**src/sv/tpc_pkg.sv**
```systemverilog
// Package for the tape pulse classifier: table widths, register indexes,
// mode codes and small helpers for packed tables and saturation.
// No dependencies; used by tape_pulse_classifier.
package tpc_pkg;

  localparam int LEN_BITS    = 16;
  localparam int MAX_CLASSES = 4;
  localparam int CLS_W       = $clog2(MAX_CLASSES);
  localparam int TBL_W       = MAX_CLASSES * LEN_BITS;
  localparam int THR_W       = (MAX_CLASSES - 1) * LEN_BITS;
  // Signed width for window distances: two lengths below zero, plus sign.
  localparam int D_W         = LEN_BITS + 3;
  // Width of a length times the ratio constants (at most 150 < 2^8).
  localparam int MUL_W       = LEN_BITS + 8;

  localparam int CFG_IDX_W   = 3;
  localparam int CFG_DATA_W  = 64;

  localparam logic [CFG_IDX_W-1:0] REG_MODE       = 3'd0;
  localparam logic [CFG_IDX_W-1:0] REG_NUM_CLASS  = 3'd1;
  localparam logic [CFG_IDX_W-1:0] REG_IDEAL      = 3'd2;
  localparam logic [CFG_IDX_W-1:0] REG_THRESHOLD  = 3'd3;
  localparam logic [CFG_IDX_W-1:0] REG_STRICT_LO  = 3'd4;
  localparam logic [CFG_IDX_W-1:0] REG_STRICT_HI  = 3'd5;

  localparam logic [1:0] MODE_THRESHOLD = 2'd0;
  localparam logic [1:0] MODE_ADAPTIVE  = 2'd1;
  localparam logic [1:0] MODE_STRICT    = 2'd2;
  // The spare mode code behaves as strict mode.
  localparam logic [1:0] MODE_SPARE     = 2'd3;

  localparam logic [2:0] NUM_CLASS_RESET = 3'd2;

  // A pulse percentage floor(raw*100/nom) above 50 is raw*100 >= 51*nom,
  // and one below 150 is raw*100 < 150*nom.
  localparam int RATIO_SCALE = 100;
  localparam int RATIO_LO    = 51;
  localparam int RATIO_HI    = 150;

  typedef logic [LEN_BITS-1:0]      len_t;
  typedef logic signed [D_W-1:0]    dist_t;
  typedef logic [CLS_W-1:0]         cls_t;

  localparam dist_t DIST_ONE = dist_t'(1);

  function automatic len_t tbl_entry(logic [TBL_W-1:0] tbl, cls_t idx);
    return tbl[idx*LEN_BITS +: LEN_BITS];
  endfunction

  function automatic dist_t to_dist(len_t v);
    return $signed({{(D_W-LEN_BITS){1'b0}}, v});
  endfunction

  function automatic len_t sat_len(dist_t v);
    dist_t lim;
    lim = to_dist({LEN_BITS{1'b1}});
    if (v > lim) begin
      return {LEN_BITS{1'b1}};
    end else if (v < 0) begin
      return '0;
    end
    return v[LEN_BITS-1:0];
  endfunction

endpackage

```
**src/sv/tape_pulse_classifier.sv**
```systemverilog
// Tape pulse classifier top level: configuration registers, learned
// tolerances and a class-walking sequencer around one compare unit.
// Depends on tpc_pkg.
//
//  channel | direction | handshake          | payload
//  in_     | input     | in_valid/in_stall  | raw_length, force_strict, clear_learned
//  out_    | output    | out_valid/out_stall| pulse_class, class_valid
//  cfg_    | input     | cfg_we             | cfg_index, cfg_data
//
// Each item is classed by a walk over the classes: one class per cycle in
// threshold and strict mode, a lower and an upper window step (ST_ADPL,
// ST_ADPH) per class in adaptive mode. The input stalls from acceptance
// until the result is loaded into the output register, so the next item can
// be accepted in the cycle after that; a result waits there while out_stall
// is high. Reset is synchronous, active low, and zeroes the learned tables.
module tape_pulse_classifier (
  input  logic                           clk,
  input  logic                           rst_n,
  input  logic                           in_valid,
  output logic                           in_stall,
  input  logic [tpc_pkg::LEN_BITS-1:0]   in_raw_length,
  input  logic                           in_force_strict,
  input  logic                           in_clear_learned,
  output logic                           out_valid,
  input  logic                           out_stall,
  output logic [1:0]                     out_pulse_class,
  output logic                           out_class_valid,
  input  logic                           cfg_we,
  input  logic [tpc_pkg::CFG_IDX_W-1:0]  cfg_index,
  input  logic [tpc_pkg::CFG_DATA_W-1:0] cfg_data
);

  typedef enum logic [2:0] {
    ST_IDLE, ST_THR, ST_STR, ST_ADP0, ST_ADPL, ST_ADPH, ST_ADPEND, ST_DONE
  } state_t;

  state_t state_r, state_nxt;

  logic [1:0]                  mode_r;
  logic [2:0]                  num_class_r;
  logic [tpc_pkg::TBL_W-1:0]   ideal_r;
  logic [tpc_pkg::THR_W-1:0]   thr_r;
  logic [tpc_pkg::TBL_W-1:0]   strict_lo_r;
  logic [tpc_pkg::TBL_W-1:0]   strict_hi_r;

  tpc_pkg::len_t  lb_r  [tpc_pkg::MAX_CLASSES];
  tpc_pkg::len_t  lb_nxt[tpc_pkg::MAX_CLASSES];
  tpc_pkg::len_t  la_r  [tpc_pkg::MAX_CLASSES];
  tpc_pkg::len_t  la_nxt[tpc_pkg::MAX_CLASSES];

  tpc_pkg::len_t  raw_r, raw_nxt;
  tpc_pkg::cls_t  p_r, p_nxt;
  tpc_pkg::dist_t dlow_r, dlow_nxt;
  tpc_pkg::cls_t  res_cls_r, res_cls_nxt;
  logic           res_ok_r, res_ok_nxt;

  logic           out_valid_r, out_valid_nxt;
  logic [1:0]     out_cls_r, out_cls_nxt;
  logic           out_ok_r, out_ok_nxt;

  logic           accept;
  tpc_pkg::cls_t  n_last;
  tpc_pkg::cls_t  p_inc;
  tpc_pkg::cls_t  nom_idx;
  tpc_pkg::cls_t  lb_idx;
  tpc_pkg::len_t  nom;
  tpc_pkg::len_t  la_p;
  tpc_pkg::len_t  lb_q;
  tpc_pkg::len_t  thr_p;
  tpc_pkg::len_t  sb_p;
  tpc_pkg::len_t  sa_p;
  tpc_pkg::dist_t d_lo;
  tpc_pkg::dist_t d_hi;
  logic           in_window;
  logic [tpc_pkg::MUL_W-1:0] raw_scaled;
  logic [tpc_pkg::MUL_W-1:0] nom_lo;
  logic [tpc_pkg::MUL_W-1:0] nom_hi;

  assign accept          = in_valid && (state_r == ST_IDLE);
  assign in_stall        = (state_r != ST_IDLE);
  assign out_valid       = out_valid_r;
  assign out_pulse_class = out_cls_r;
  assign out_class_valid = out_ok_r;

  // Class count clamped to 2..MAX_CLASSES, held as the last class index.
  always_comb begin
    if (num_class_r < 3'd2) begin
      n_last = tpc_pkg::CLS_W'(1);
    end else if (num_class_r > 3'(tpc_pkg::MAX_CLASSES)) begin
      n_last = tpc_pkg::CLS_W'(tpc_pkg::MAX_CLASSES - 1);
    end else begin
      n_last = tpc_pkg::CLS_W'(num_class_r - 3'd1);
    end
  end

  assign p_inc   = p_r + tpc_pkg::cls_t'(1);
  assign nom_idx = (state_r == ST_ADPH) ? p_inc : p_r;
  assign lb_idx  = (state_r == ST_ADP0) ? '0 : p_inc;

  // Shared operand selection: one class entry of each table per cycle.
  assign nom   = tpc_pkg::tbl_entry(ideal_r, nom_idx);
  assign thr_p = tpc_pkg::tbl_entry({{tpc_pkg::LEN_BITS{1'b0}}, thr_r}, p_r);
  assign sb_p  = tpc_pkg::tbl_entry(strict_lo_r, p_r);
  assign sa_p  = tpc_pkg::tbl_entry(strict_hi_r, p_r);
  assign la_p  = la_r[p_r];
  assign lb_q  = lb_r[lb_idx];

  assign d_lo = tpc_pkg::to_dist(raw_r) - tpc_pkg::to_dist(nom) - tpc_pkg::to_dist(la_p);
  assign d_hi = tpc_pkg::to_dist(nom) - tpc_pkg::to_dist(lb_q) - tpc_pkg::to_dist(raw_r);

  // raw > nom - below and raw < nom + above, kept unsigned one bit wider.
  assign in_window = ({1'b0, raw_r} + {1'b0, sb_p} > {1'b0, nom}) &&
                     ({1'b0, raw_r} < {1'b0, nom} + {1'b0, sa_p});

  assign raw_scaled = tpc_pkg::MUL_W'(raw_r) * tpc_pkg::MUL_W'(tpc_pkg::RATIO_SCALE);
  assign nom_lo     = tpc_pkg::MUL_W'(nom) * tpc_pkg::MUL_W'(tpc_pkg::RATIO_LO);
  assign nom_hi     = tpc_pkg::MUL_W'(nom) * tpc_pkg::MUL_W'(tpc_pkg::RATIO_HI);

  always_comb begin
    state_nxt     = state_r;
    raw_nxt       = raw_r;
    p_nxt         = p_r;
    dlow_nxt      = dlow_r;
    res_cls_nxt   = res_cls_r;
    res_ok_nxt    = res_ok_r;
    out_valid_nxt = out_valid_r;
    out_cls_nxt   = out_cls_r;
    out_ok_nxt    = out_ok_r;
    lb_nxt        = lb_r;
    la_nxt        = la_r;

    if (out_valid_r && !out_stall) begin
      out_valid_nxt = 1'b0;
    end

    case (state_r)
      ST_IDLE: begin
        if (accept) begin
          raw_nxt     = in_raw_length;
          p_nxt       = '0;
          res_cls_nxt = '0;
          res_ok_nxt  = 1'b0;
          if (in_clear_learned) begin
            for (int i = 0; i < tpc_pkg::MAX_CLASSES; i++) begin
              lb_nxt[i] = '0;
              la_nxt[i] = '0;
            end
          end
          if (in_force_strict || mode_r > tpc_pkg::MODE_ADAPTIVE) begin
            state_nxt = ST_STR;
          end else if (mode_r == tpc_pkg::MODE_ADAPTIVE) begin
            state_nxt = ST_ADP0;
          end else begin
            state_nxt = ST_THR;
          end
        end
      end
      ST_THR: begin
        if (p_r == n_last || raw_r < thr_p) begin
          res_cls_nxt = p_r;
          res_ok_nxt  = 1'b1;
          state_nxt   = ST_DONE;
        end else begin
          p_nxt = p_inc;
        end
      end
      ST_STR: begin
        if (in_window) begin
          res_cls_nxt = p_r;
          res_ok_nxt  = 1'b1;
          state_nxt   = ST_DONE;
        end else if (p_r == n_last) begin
          state_nxt = ST_DONE;
        end else begin
          p_nxt = p_inc;
        end
      end
      ST_ADP0: begin
        // Below the first window: only the lower ratio limit can save it.
        if ({1'b0, raw_r} + {1'b0, lb_q} < {1'b0, nom}) begin
          if (raw_scaled >= nom_lo) begin
            lb_nxt[0]  = tpc_pkg::sat_len(tpc_pkg::to_dist(nom) -
                                          tpc_pkg::to_dist(raw_r) + tpc_pkg::DIST_ONE);
            res_ok_nxt = 1'b1;
          end
          state_nxt = ST_DONE;
        end else begin
          state_nxt = ST_ADPL;
        end
      end
      ST_ADPL: begin
        if (d_lo < 0) begin
          res_cls_nxt = p_r;
          res_ok_nxt  = 1'b1;
          state_nxt   = ST_DONE;
        end else if (p_r == n_last) begin
          state_nxt = ST_ADPEND;
        end else begin
          dlow_nxt  = d_lo;
          state_nxt = ST_ADPH;
        end
      end
      ST_ADPH: begin
        // Between two windows the nearer one grows toward the pulse.
        if (d_hi > dlow_r) begin
          la_nxt[p_r] = tpc_pkg::sat_len(tpc_pkg::to_dist(la_p) + dlow_r +
                                         tpc_pkg::DIST_ONE);
          res_cls_nxt = p_r;
          res_ok_nxt  = 1'b1;
          state_nxt   = ST_DONE;
        end else begin
          p_nxt = p_inc;
          if (d_hi >= 0) begin
            lb_nxt[p_inc] = tpc_pkg::sat_len(tpc_pkg::to_dist(lb_q) + d_hi +
                                             tpc_pkg::DIST_ONE);
            res_cls_nxt   = p_inc;
            res_ok_nxt    = 1'b1;
            state_nxt     = ST_DONE;
          end else begin
            state_nxt = ST_ADPL;
          end
        end
      end
      ST_ADPEND: begin
        if (nom != '0 && raw_scaled < nom_hi) begin
          la_nxt[p_r] = tpc_pkg::sat_len(tpc_pkg::to_dist(raw_r) -
                                         tpc_pkg::to_dist(nom) + tpc_pkg::DIST_ONE);
          res_cls_nxt = p_r;
          res_ok_nxt  = 1'b1;
        end
        state_nxt = ST_DONE;
      end
      ST_DONE: begin
        if (!out_valid_r || !out_stall) begin
          out_valid_nxt = 1'b1;
          out_cls_nxt   = res_ok_r ? 2'(res_cls_r) : 2'd0;
          out_ok_nxt    = res_ok_r;
          state_nxt     = ST_IDLE;
        end
      end
      default: begin
        state_nxt = ST_IDLE;
      end
    endcase
  end

  always_ff @(posedge clk) begin
    if (!rst_n) begin
      state_r     <= ST_IDLE;
      out_valid_r <= 1'b0;
      mode_r      <= tpc_pkg::MODE_THRESHOLD;
      num_class_r <= tpc_pkg::NUM_CLASS_RESET;
      ideal_r     <= '0;
      thr_r       <= '0;
      strict_lo_r <= '0;
      strict_hi_r <= '0;
      for (int i = 0; i < tpc_pkg::MAX_CLASSES; i++) begin
        lb_r[i] <= '0;
        la_r[i] <= '0;
      end
    end else begin
      state_r     <= state_nxt;
      out_valid_r <= out_valid_nxt;
      lb_r        <= lb_nxt;
      la_r        <= la_nxt;
      if (cfg_we) begin
        case (cfg_index)
          tpc_pkg::REG_MODE:      mode_r      <= cfg_data[1:0];
          tpc_pkg::REG_NUM_CLASS: num_class_r <= cfg_data[2:0];
          tpc_pkg::REG_IDEAL:     ideal_r     <= cfg_data[tpc_pkg::TBL_W-1:0];
          tpc_pkg::REG_THRESHOLD: thr_r       <= cfg_data[tpc_pkg::THR_W-1:0];
          tpc_pkg::REG_STRICT_LO: strict_lo_r <= cfg_data[tpc_pkg::TBL_W-1:0];
          tpc_pkg::REG_STRICT_HI: strict_hi_r <= cfg_data[tpc_pkg::TBL_W-1:0];
          default: begin
          end
        endcase
      end
    end
    raw_r     <= raw_nxt;
    p_r       <= p_nxt;
    dlow_r    <= dlow_nxt;
    res_cls_r <= res_cls_nxt;
    res_ok_r  <= res_ok_nxt;
    out_cls_r <= out_cls_nxt;
    out_ok_r  <= out_ok_nxt;
  end

endmodule

```
**config.mk**
```make
export PLATFORM = sky130hd
export DESIGN_NAME = tape_pulse_classifier
export DESIGN_NICKNAME = d
export VERILOG_FILES = /design/src/sv/tpc_pkg.sv /design/src/sv/tape_pulse_classifier.sv
export SDC_FILE = /design/constraint.sdc
export NUM_CORES = 2
export LEC_CHECK = 0
export ABC_CLOCK_PERIOD_IN_PS = 12400
export BUFFER_PORTS_ARGS = -buffer_cell sky130_fd_sc_hd__buf_2
export CAP_MARGIN = 5
export CORE_MARGIN = 1.5
export CORE_UTILIZATION = 45
export DETAILED_ROUTE_END_ITERATION = 8
export PLACE_DENSITY_LB_ADDON = 0.2
export SETUP_SLACK_MARGIN = 0.5
export SLEW_MARGIN = 30
export SYNTH_ARGS = -nofsm -noshare
export SYNTH_HDL_FRONTEND = slang
export SYNTH_SLANG_ARGS = --single-unit
```
**constraint.sdc**
```tcl
create_clock -name clk -period 12.4 [get_ports clk]
set_clock_uncertainty 0.1 [all_clocks]
set_input_delay 1.86 -clock clk [delete_from_list [all_inputs] [get_ports clk]]
set_output_delay 1.86 -clock clk [all_outputs]
set_load 0.02 [all_outputs]
```
======== Word-level counts from Yosys, hierarchy flattened ========
Cells that the tools add are included.
word-level totals
  output and inout port bits .............. 5
  logic and storage cells ................. 248
  register bits ........................... 419
  input port bits ......................... 90
cells by class
  $lt $le $gt $ge ......................... 25
  muxes and demuxes ....................... 104
  add/sub/neg operators ................... 16
  multipliers ............................. 3
  eq/ne operators ......................... 31
  reduce and logical (&&, ||, !) cells .... 37
  bitwise logic cells ..................... 5
  shift operators ......................... 4
operator list
  kind                                                             number
  two-way mux 16 bit                                               27
  two-way mux 64 bit                                               6
  variable part select 64 x 7 -> 16 bit                            4
  bitwise mux 64 bit                                               3
  one-hot mux 64 bit (3 select lines)                              1
  one-hot mux 48 bit (2 select lines)                              1
  binary-select mux 16 bit (select 2 bit)                          2
  demux 16 bit (select 2 bit)                                      2
  < comparator 18 x 1 -> 1 bit, second input constant              3
  adder 16 x 16 -> 17 bit                                          3
  subtractor 16 x 16 -> 17 bit                                     3
  one-hot mux 16 bit (3 select lines)                              1
  two-way mux 2 bit                                                21
  adder 17 x 18 -> 19 bit                                          2
  adder 19 x 2 -> 19 bit, second input constant                    2
  greater-than comparator 19 x 17 -> 1 bit, second input constant  2
  < comparator 19 x 1 -> 1 bit, second input constant              2
  adder 17 x 2 -> 18 bit, second input constant                    2
  greater-than comparator 18 x 17 -> 1 bit, second input constant  2
  subtractor 17 x 17 -> 18 bit                                     2
  two-way mux 1 bit                                                30
  < comparator 23 x 24 -> 1 bit                                    1
  one-hot mux 3 bit (8 select lines)                               1
  greater-or-equal comparator 23 x 22 -> 1 bit                     1
  48 further kinds                                                 101

======== Depth between registers and ports, before layout ========
  depth in word-level cells ............... 24
  mapped depth ............................ 42

======== Worst setup path before layout ========
Ideal clock, no wire load.
  path type ............................... reg-to-reg
  start point ............................. register p_r[0]
  end point ............................... register la_r[53] in the netlist's numbering
  stages on the path, launching flop included .. 37
  path slack .............................. 3.189 ns
  clock period less this slack ............ 9.211 ns
  library setup time ...................... 0.117 ns
  required time ........................... 12.183 ns
  arrival time ............................ 8.994 ns
  cells stage by stage .................... edfxtp_1 > buf_6 > buf_6 > buf_6 > buf_6 > clkbuf_1 > xnor2_1 > clkbuf_1 > mux4_2 > ha_1 > ha_1 > inv_1 > fa_1 > inv_1 > fa_1 > ha_1 > and3_1 > a21oi_1 > o21ai_0 > o41a_1 > a221o_1 > o41a_1 > a21o_1 > a21oi_1 > xor2_1 > ha_1 > a21o_1 > a211oi_1 > a2111oi_0 > o21ai_0 > a31o_2 > a31oi_2 > nor2_1 > and2_1 > buf_2 > and2_1 > a32o_1
between the ends
  word-level cells in the longest chain between the ends .. 17
  elaborated cells on any way between the ends .. 56
  classes of those cells .................. 7 x add/sub; 1 x mul; 8 x order compare; 2 x eq/ne; 1 x shift; 31 x mux; 2 x bitwise; 4 x reduce/logical
RTL lines
  what                                                             line                          source
  start, declared                                                  tape_pulse_classifier.sv:52   tpc_pkg::cls_t p_r, p_nxt;
  start signal, assigned                                           tape_pulse_classifier.sv:280  p_r <= p_nxt;
  branches (longest 17 deep; another with adder 17 x 2 -> 18 bit)  --
  end signal, assigned                                             tape_pulse_classifier.sv:265  la_r <= la_nxt;
  end, declared                                                    tape_pulse_classifier.sv:48   tpc_pkg::len_t la_r [tpc_pkg::MAX_CLASSES];
Several ways; the timed one is not identified. The select of a mux whose other input is x is not followed.
A chain may end at the register's enable or synchronous reset.

======== Worst setup path in the final report ========
  start point ............................. register state_r[0]
  end point ............................... register lb_r[62] in the netlist's numbering
between the ends
  word-level cells in the longest chain between the ends .. 24
  elaborated cells on any way between the ends .. 58
  classes of those cells .................. 7 x add/sub; 1 x mul; 8 x order compare; 8 x eq/ne; 1 x shift; 28 x mux; 1 x bitwise; 4 x reduce/logical
RTL lines
  what                                                              line                          source
  start, declared                                                   tape_pulse_classifier.sv:37   state_t state_r, state_nxt;
  start signal, assigned                                            tape_pulse_classifier.sv:262  state_r <= state_nxt;
  branches (longest 24 deep; another with adder 17 x 18 -> 19 bit)  --
  end signal, assigned                                              tape_pulse_classifier.sv:264  lb_r <= lb_nxt;
  end, declared                                                     tape_pulse_classifier.sv:46   tpc_pkg::len_t lb_r [tpc_pkg::MAX_CLASSES];
Several ways; the timed one is not identified. The select of a mux whose other input is x is not followed.

==> summary.md <==
| Metric | Value |
|---|---|
| RePlAce Congestion | 0.9667 |
| Post-CTS Resized | 0 |
| Syn_area_per_cell | 8.315 um^2 |
| Synth Cell Area | 34690 um^2 |
| R2R setup slack | 1.75 ns |
| Worst-path maximum fanout | 27 |
| Worst path arrival time | 11.05 ns |
| Via density | 5.883 |
| Mapped Cells | 4172 |
| Per-cell routed wire length | 21.29 um |
| Final Hold Vio Count | 0 |
| Worst path slowest cell | dfxtp_1 |
| Fraction of layout cells with a size suffix above 1 | 8.742% |
| Reg area | 8808 um^2 |
| Initial drt markers | 2701 |
| Hold buffers post-CTS | 0 |
| Post-synth EDFFs | 42 |
| Asr flop ratio synth | 0% |
| Vias in the first global route | 28.41k |
| Pre-CTS setup slack | 1.931 ns |
| Adder and majority gate portion of the synthesized area | 20.08% |
| Final core utilization | 49.75% |
| Synth top area share | 21.76% |
| Syn. warnings | 0 |
| GRT Util Overall | 27.85% |
| M1 GR Usage | 40.29% |
| FP Rows | 101 |
| Met2 Usage GRT | 42.75% |
| Number of port buffers | 94 |
| Met3 usage | 3.930% |
| Synth Area in Simple Gates | 16.71% |
| Final WL | 111900 um |
| Die area | 78760 um^2 |
| Sequential share of the synthesized area | 25.39% |
| Status | finished clean |
| Total clock buffers created by CTS | 50 |
| Worst slew pin tran | 1.118 ns |
| CP max stage delay | 0.90 ns |
| Compound-Gate Fraction of Synth Area | 21.97% |
| Area of the multi-input gates | 23960 um^2 |
| Most used DFF post-synth | dfxtp_1 |
| Clock tree buffer depth | 3 |
| Synth Area in XOR/XNOR | 5.064% |
| Critical path's top delay family | compound AO/OA/AOI/OAI gates |
| CTS tree | yes |
| Crit end category | flop |
| First-pass GRT wire length | 169900 um |
| Die width | 280.6 um |
| TritonRoute pass-1 iters | 5 |
| Total buffers and inverters traversed by the critical path | 4 |
| Largest net degree at the start of global routing | 108 |
| Vias | 30.92k |
| Layer carrying the most global-route usage | met2 |
| Hold Path Class | reg -> reg |
| Peak Freq | 93.93 MHz |
| Die Span Y | 280.6 um |
| Kind of critical path | reg -> reg |
| Post-Syn Nets | 4777 |
| Nets | 4785 |
| Fill cells | 7491 |
| Worst skew pair latency | 0.63 ns |
| Initial antenna violation count | 8 |
| Core area | 76080 um^2 |
| Final period utilization | 85.86% |
| Grt ovf | 0 |
| Post-layout min period | 10.65 ns |
| Post-synthesis mux area share | 5.107% |
| Max Cap Viol | 0 |
| Synth area leaders | dfxtp_1 22%, ha_1 16%, a21oi_1 7.6% |
| Boundary pin count | 95 |
| Initial core utilization | 45.60% |
| Final cell count without fillers | 5256 |
| H-tree Lvls | 2 |
| Area leader, netlist | dfxtp_1 |
| Hold Path Origin | strict_lo_r[54]$_SDFFE_PN0P_ |
| Hold Path End | strict_lo_r[54]$_SDFFE_PN0P_ |
| Sink Count | 419 |
| Reg2reg end | lb_r[62]$_SDFFE_PN0P_ |
| Worst setup SP type | flop |
| Hold depth | 2 |
| RSZ-0062 raised after global routing | no |
| FF-to-FF Start | state_r[0]$_SDFFE_PN0P_ |
| FF-to-FF path depth | 34 |
| Syn-to-layout area delta | 9.111% |
| Setup violators final | 0 |
| Synth Register Bits | 419 |
| Clk slew on worst S/H paths | 0.06 ns |
| Placed wire-length estimate | 85580 um |
| Req. time, crit path | 12.80 ns |
| # DRC | 0 |
| Setup TNS | 0 ns |
| Placed cells | 5158 |
| CTS root buf | clkbuf_16 |
| Final Worst Setup Slack | 1.753 ns |
| Final slew viol count | 0 |
| Rel. slew slack | 25.46% |
| Yosys cell types | 112 |
| Largest family of logic cells by synthesized area | compound AO/OA/AOI/OAI gates |
| Antenna-violating nets left | 0 |
| Post-CTS setup buffers | 0 |
## cells in the final DEF (no fill, tap or decap), drive strengths merged, types with 33 or more instances in the layout
master,Yosys,routed
mux2i,42,42
a21oi,531,531
nor3,72,72
o21a,33,33
xor2,68,68
nor2b,46,46
nand2,656,656
edfxtp,42,42
o21ai,181,181
buf,57,135
nand3,54,54
ha,451,451
fa,64,64
nand2b,45,45
inv,316,322
dfxtp,377,377
a21o,77,77
clkbuf,122,73
mux4,60,60
a22o,51,51
xnor2,130,130
nor2,209,209
## cells by family after synthesis
logic type                 Yosys count
and+or+nand+nor                   1262
AOI/OAI and AO/OA                 1177
adders and majority gates          519
buffers and inverters              495
DFF                                419
xor gates and xnor gates           198
muxes                              102
## worst max path at each step
stage                             from                    end  cells after the start
4_1_cts        state_r[0]$_SDFFE_PN0P_  lb_r[62]$_SDFFE_PN0P_                     34
3_5_place_dp   state_r[0]$_SDFFE_PN0P_  lb_r[62]$_SDFFE_PN0P_                     34
5_1_grt        state_r[0]$_SDFFE_PN0P_  la_r[39]$_SDFFE_PN0P_                     33
6_report       state_r[0]$_SDFFE_PN0P_  lb_r[62]$_SDFFE_PN0P_                     34
2_1_floorplan     p_r[0]$_SDFFCE_PN0P_  la_r[53]$_SDFFE_PN0P_                     36
3_3_place_gp   state_r[0]$_SDFFE_PN0P_  lb_r[62]$_SDFFE_PN0P_                     34
## worst reg2reg max path, delay by kind of cell (launching register included)
kind / cells / cell delay [ns]
buf+inv: 4 / 0.65
simple gates: 6 / 2.22
flops: 1 / 0.90
compound gates: 16 / 3.99
mux: 1 / 0.74
xor+xnor: 2 / 0.30
fa+ha+maj: 5 / 1.64
## through the flow
step           cell area, um^2  hold WS, ns
2_1_floorplan            34690       0.3329
3_3_place_gp             36020       0.3396
3_5_place_dp             36030       0.3447
4_1_cts                  37830       0.3529
5_1_grt                  37850       0.3668
6_report                 37850       0.3519
## sequential cells by signal (all words and copies together) (netlist names), 16 cells and up
| register | count |
|---|---|
| dlow_r | 18 |
| raw_r | 16 |
| thr_r | 48 |
| ideal_r | 64 |
| la_r | 64 |
| strict_lo_r | 64 |
| strict_hi_r | 64 |
| lb_r | 64 |
## layout make-up
type / instances / area share (%)
clock inverter: 20 / 0.7736
antenna: 5 / 0.03306
tap: 1030 / 3.405
inverter: 316 / 3.160
multi-input combinational: 3258 / 63.31
clock buffer: 73 / 3.990
timing repair buffer: 135 / 2.056
sequential: 419 / 23.27
## cell usage after synthesis, types with 45 or more instances
library cell	count
nor2_1	208
inv_1	313
nor2b_1	46
mux4_2	60
a21oi_1	529
nand3_1	53
ha_1	451
nand2b_1	45
dfxtp_1	377
xnor2_1	127
xor2_1	68
nand2_1	654
nor3_1	67
fa_1	64
o21ai_0	151
a21o_1	77
clkbuf_1	122
a22o_1	51
## routing by layer
metal	vias to the layer above	part of all wire (%)
met5	-	0.015
met3	154	7.4
met4	2	2.9
met1	14779	46
li1	14885	-
met2	1099	43
Power is not shown: default switching activity piles up to over one toggle a cycle in this logic, so the estimate is an artifact.
